`config.mk`:
```
export PLATFORM = sky130hd
export DESIGN_NAME = positional_list_engine
export DESIGN_NICKNAME = d
export VERILOG_FILES = /design/src/rtl/ple_pkg.sv /design/src/rtl/ple_cell.sv /design/src/rtl/positional_list_engine.sv
export SDC_FILE = /design/constraint.sdc
export NUM_CORES = 2
export LEC_CHECK = 0
export ABC_AREA = 0
export BUFFER_PORTS_ARGS = -buffer_cell sky130_fd_sc_hd__buf_2
export CAP_MARGIN = 20
export CORE_MARGIN = 1
export CORE_UTILIZATION = 60
export CTS_BUF_LIST = sky130_fd_sc_hd__clkbuf_8
export CTS_CLUSTER_SIZE = 16
export DETAILED_ROUTE_END_ITERATION = 8
export PLACE_DENSITY_LB_ADDON = 0.1
export SLEW_MARGIN = 20
export SYNTH_ARGS = -nofsm -noshare
export SYNTH_HDL_FRONTEND = slang
export SYNTH_HIERARCHICAL = 1
export SYNTH_SLANG_ARGS = --single-unit
export TNS_END_PERCENT = 5
```
`constraint.sdc`:
```
create_clock -name clk -period 5.1 [get_ports clk]
set_clock_uncertainty 0.15 [all_clocks]
set_input_delay 0.255 -clock clk [delete_from_list [all_inputs] [get_ports clk]]
set_output_delay 0.255 -clock clk [all_outputs]
set_load 0.01 [all_outputs]
```
`src/rtl/ple_pkg.sv`:
```
// Package for the positional list engine.
// Sizes, request and status codes, and the cell command struct; no dependencies.
package ple_pkg;

    localparam int DEPTH      = 16;
    localparam int DATA_WIDTH = 32;
    localparam int IDX_W      = $clog2(DEPTH);
    localparam int CNT_W      = $clog2(DEPTH + 1);
    localparam int POS_W      = 5;
    localparam int CMP_W      = (CNT_W > POS_W) ? CNT_W : POS_W;

    typedef enum logic [1:0] {
        FN_INSERT = 2'd0,
        FN_ERASE  = 2'd1,
        FN_FIND   = 2'd2
    } func_t;

    typedef enum logic [1:0] {
        ST_DONE  = 2'd0,
        ST_FULL  = 2'd1,
        ST_RANGE = 2'd2
    } status_t;

    typedef struct packed {
        logic             ins;
        logic             ers;
        logic             fnd;
        logic [IDX_W-1:0] pos;
        logic [CNT_W-1:0] len;
    } cell_cmd_t;

endpackage

```
`src/rtl/ple_cell.sv`:
```
// One list cell: holds one entry, shifts with its neighbors, compares for find.
// Depends on ple_pkg.
module ple_cell
    import ple_pkg::*;
(
    input  logic                  clk,
    input  logic [IDX_W-1:0]      idx,
    input  cell_cmd_t             cmd,
    input  logic [DATA_WIDTH-1:0] value,
    input  logic [DATA_WIDTH-1:0] left_data,
    input  logic [DATA_WIDTH-1:0] right_data,
    input  logic                  prior_in,
    output logic [DATA_WIDTH-1:0] data,
    output logic                  prior_out,
    output logic                  hit
);

    logic [DATA_WIDTH-1:0] data_reg;
    logic [DATA_WIDTH-1:0] data_next;
    logic [CNT_W-1:0]      idx_ext;
    logic                  match;

    assign idx_ext = CNT_W'(idx);

    always_comb
    begin
        data_next = data_reg;
        if (cmd.ins)
        begin
            if (idx == cmd.pos)
            begin
                data_next = value;
            end
            else if (idx > cmd.pos && idx_ext <= cmd.len)
            begin
                data_next = left_data;
            end
        end
        else if (cmd.ers && idx >= cmd.pos)
        begin
            data_next = right_data;
        end
    end

    always_ff @(posedge clk)
    begin
        data_reg <= data_next;
    end

    assign match     = cmd.fnd && (idx_ext < cmd.len) && (data_reg == value);
    assign hit       = match && !prior_in;
    assign prior_out = prior_in || match;
    assign data      = data_reg;

endmodule

```
`src/rtl/positional_list_engine.sv`:
```
// Top level of the positional list engine: row of list cells plus control.
// Depends on ple_pkg and ple_cell.
//
// Takes one item per clock cycle and returns its result in the next cycle from an
// output register; a new item is accepted while a result waits if that result is
// taken in the same cycle. Insert and erase shift all cells in parallel as the item
// is accepted, and find compares every cell at once, with a first-match chain
// running through the row to pick the lowest matching position. Entries above
// the length are never read, so the entry storage needs no clearing after reset.
module positional_list_engine
    import ple_pkg::*;
(
    input  logic               clk,
    input  logic               rst_n,
    input  logic               in_valid,
    output logic               in_ready,
    input  logic [1:0]         func,
    input  logic [POS_W-1:0]   position,
    input  logic signed [31:0] value,
    output logic               out_valid,
    input  logic               out_ready,
    output logic [1:0]         status,
    output logic               found,
    output logic [3:0]         found_index,
    output logic [4:0]         count
);

    logic                  out_valid_reg;
    logic                  out_valid_next;
    logic [CNT_W-1:0]      len_reg;
    logic [CNT_W-1:0]      len_next;
    status_t               status_reg;
    status_t               st;
    logic                  found_reg;
    logic [IDX_W-1:0]      found_index_reg;
    logic [IDX_W-1:0]      hit_index;
    logic [CNT_W-1:0]      count_reg;
    logic                  accept;
    cell_cmd_t             cmd;
    logic [DATA_WIDTH-1:0] word;
    logic [CMP_W-1:0]      pos_ext;
    logic [CMP_W-1:0]      len_ext;

    logic [DATA_WIDTH-1:0] cell_data [DEPTH];
    logic [DEPTH:0]        prior;
    logic [DEPTH-1:0]      hit;

    assign in_ready = !out_valid_reg || out_ready;
    assign accept   = in_valid && in_ready;
    assign word     = DATA_WIDTH'(value);
    assign pos_ext  = CMP_W'(position);
    assign len_ext  = CMP_W'(len_reg);

    always_comb
    begin
        st       = ST_DONE;
        len_next = len_reg;
        cmd.ins  = 1'b0;
        cmd.ers  = 1'b0;
        cmd.fnd  = 1'b0;
        cmd.pos  = IDX_W'(position);
        cmd.len  = len_reg;
        case (func_t'(func))
            FN_INSERT:
            begin
                if (len_reg == CNT_W'(DEPTH))
                begin
                    st = ST_FULL;
                end
                else if (pos_ext > len_ext)
                begin
                    st = ST_RANGE;
                end
                else
                begin
                    cmd.ins  = accept;
                    len_next = len_reg + CNT_W'(1);
                end
            end
            FN_ERASE:
            begin
                if (pos_ext >= len_ext)
                begin
                    st = ST_RANGE;
                end
                else
                begin
                    cmd.ers  = accept;
                    len_next = len_reg - CNT_W'(1);
                end
            end
            FN_FIND:
            begin
                cmd.fnd = 1'b1;
            end
            default:
            begin
                st = ST_DONE;
            end
        endcase
    end

    assign prior[0] = 1'b0;

    genvar i;
    generate
        for (i = 0; i < DEPTH; i++)
        begin : g_cell
            ple_cell u_cell (
                .clk        (clk),
                .idx        (IDX_W'(i)),
                .cmd        (cmd),
                .value      (word),
                .left_data  ((i == 0) ? word : cell_data[(i == 0) ? 0 : i - 1]),
                .right_data ((i == DEPTH - 1) ? cell_data[i]
                                              : cell_data[(i == DEPTH - 1) ? i : i + 1]),
                .prior_in   (prior[i]),
                .data       (cell_data[i]),
                .prior_out  (prior[i+1]),
                .hit        (hit[i])
            );
        end
    endgenerate

    always_comb
    begin
        hit_index = '0;
        for (int k = 0; k < DEPTH; k++)
        begin
            hit_index = hit_index | (hit[k] ? IDX_W'(k) : '0);
        end
    end

    always_comb
    begin
        out_valid_next = out_valid_reg;
        if (accept)
        begin
            out_valid_next = 1'b1;
        end
        else if (out_ready)
        begin
            out_valid_next = 1'b0;
        end
    end

    always_ff @(posedge clk or negedge rst_n)
    begin
        if (!rst_n)
        begin
            out_valid_reg <= 1'b0;
            len_reg       <= '0;
        end
        else
        begin
            out_valid_reg <= out_valid_next;
            if (accept)
            begin
                len_reg <= len_next;
            end
        end
    end

    always_ff @(posedge clk)
    begin
        if (accept)
        begin
            status_reg      <= st;
            found_reg       <= prior[DEPTH];
            found_index_reg <= hit_index;
            count_reg       <= len_next;
        end
    end

    assign out_valid   = out_valid_reg;
    assign status      = status_reg;
    assign found       = found_reg;
    assign found_index = 4'(found_index_reg);
    assign count       = 5'(count_reg);

endmodule
```
==> results.py <==
metrics = {
    "status": {
        "outcome": "completed",
    },
    "clocking": {
        "htree_levels": 3,
        "cts_root_buffer": "clkbuf_8",
        "clk_path_buf_depth": 3,
        "clk_pin_slew_ns": 0.06,
        "clk_latency_ns": 0.72,
        "cts_tree": "yes",
        "cts_sinks": 530,
        "post-cts-setup-buffer-count": 0,
        "cts_buffers": 96,
        "cts_resized": 0,
    },
    "cells_and_area": {
        "fin_cells": 4607,
        "syn_to_final_growth_pct": 10.7,
        "nNetsFinal": 3931,
        "largest_register_ffs": 512,
        "design_area_mm2": 0.0400,
        "layout_common_cells": "nor2_1 (565), a21oi_1 (536), edfxtp_1 (524)",
        "final_util": 0.676,
        "final_common_cell": "nor2_1",
        "drive_gt1_frac": 0.0800,
    },
    "sta": {
        "layout_setup_ws_ns": 0.547,
        "fin_crit_ns": 4.55,
        "hold_violations": 0,
        "max_slew.worst_pin.slew_ns": 1.07,
        "hold_ws_ns": 0.0602,
        "max_slew_margin": 0.285,
        "min_period_over_period": 0.893,
        "grt_setup_unrepaired": "false",
        "tns_ns": 0,
        "finalSetupViolCount": 0,
        "clock.fmax_ghz": 0.220,
        "slew_viol_final": 0,
    },
    "die": {
        "ios": 57,
        "die_height_um": 247,
        "die-area_mm2": 0.0612,
        "die_w_um": 247,
        "std_cell_rows": 89,
        "fp.coreArea_mm2": 0.0592,
        "initial_utilization": 0.610,
    },
    "worst_setup_path": {
        "endpoint_kind": "flip-flop",
        "reg2reg_setup_slack_ns": 0.66,
        "crit_required_ns": 5.36,
        "start_kind": "input port",
        "critPathKind": "in -> reg",
        "cp.arrival_ns": 4.81,
        "critPathMaxFanout": 15,
    },
    "placed_design": {
        "dp_slack_ns": 0.495,
        "dp_hpwl_um": 69700,
        "routabilityCongestion": 0.961,
        "dpl.cell_count": 4397,
        "io_buffers": 56,
        "placed_area_mm2": 0.0380,
    },
    "power_and_ir_drop": {
        "p_leak_nw": 17.9,
        "power_mw": 12.0,
        "vdd_drop_max_mv": 0.201,
        "powerDensity_mw_per_mm2": 301,
    },
    "global_routing": {
        "grt_usage": 0.319,
        "grt_max_degree": 232,
        "grt_pass1_wl_um": 151000,
        "grt_overflow_total": 0,
        "antenna_found_initial": 9,
        "grt_pass1_vias": 26967,
    },
    "synthesis": {
        "netlist_instances": 3529,
        "syn-cell-area_mm2": 0.0361,
        "yosys_warnings": 6,
        "syn_area_per_cell_um2": 10.2,
    },
    "drt": {
        "drt_iter0_drc": 2217,
        "ant_nets": 0,
        "wirelength_um": 97100,
        "wl_per_cell_um": 21.1,
        "drtPass1Iterations": 8,
        "viasPerCell": 5.92,
        "drc": 0,
        "vias": 27292,
    },
    "worst_hold_path": {
        "hold_path_class": "in -> reg",
    },
    "run": {
        "max-cap-violations": 0,
    },
}
==> repair_timing <==
item,4_1_cts,5_1_grt
endpoints found under the hold margin,75,0
hold buffers,31,0
endpoints found under the setup margin,0,0
==> routing by layer <==
metal	track usage	routed length [um]	vias to the layer above
met5	0	13	-
met4	0.151	4040	2
met3	0.0628	7340	202
met2	0.496	43700	933
met1	0.429	42000	12983
li1	-	-	13172
==> final cells by class <==
cell class              instances  area (um2)
fillers                      4619       19200
well taps                     773         967
repair buffers                178        1400
flip-flops and latches        530       15900
inverters                     124         473
multi-input cells            2823       19600
diodes                          7        17.5
clock inverters                76         373
clock buffers                  96        1320
==> final timing paths <==
path | startpoint | to | cells past startpoint
worst max-delay path | func[1] | found_index[3] | 22
max in group asynchronous | rst_n | len_ext[3] | 3
worst min-delay path | value[9] | g_cell[4].u_cell/data[9] | 3
worst min register to register | len_ext[4] | len_ext[4] | 2
min in group asynchronous | rst_n | out_valid | 3
worst max register to register | g_cell[2].u_cell/data[25] | found_index[3] | 20
==> worst max-delay path, stage by stage <==
cell,delay [ns]
dlygate4sd3_1,0.52
buf_2,0.27
nor2b_1,0.58
buf_4,0.33
nand2_1,0.08
nor4_1,0.45
nand4_1,0.20
nand2b_1,0.14
nand2b_1,0.13
nand2b_1,0.12
nand2b_1,0.13
nand2b_1,0.12
nand2b_1,0.12
nand2b_1,0.14
nand2b_1,0.15
nand2b_1,0.14
nand2b_1,0.15
nand2b_1,0.14
nand2b_1,0.14
nor2_1,0.08
nor3_1,0.27
nand3_1,0.13
==> power breakdown <==
| part | internal (mW) | switching [mW] |
|---|---|---|
| combinational | 1.14 | 1.81 |
| sequential | 5.18 | 0.225 |
| clock | 1.81 | 1.88 |
| total | 8.14 | 3.91 |
Note: power is estimated with default switching activity, not from simulation.
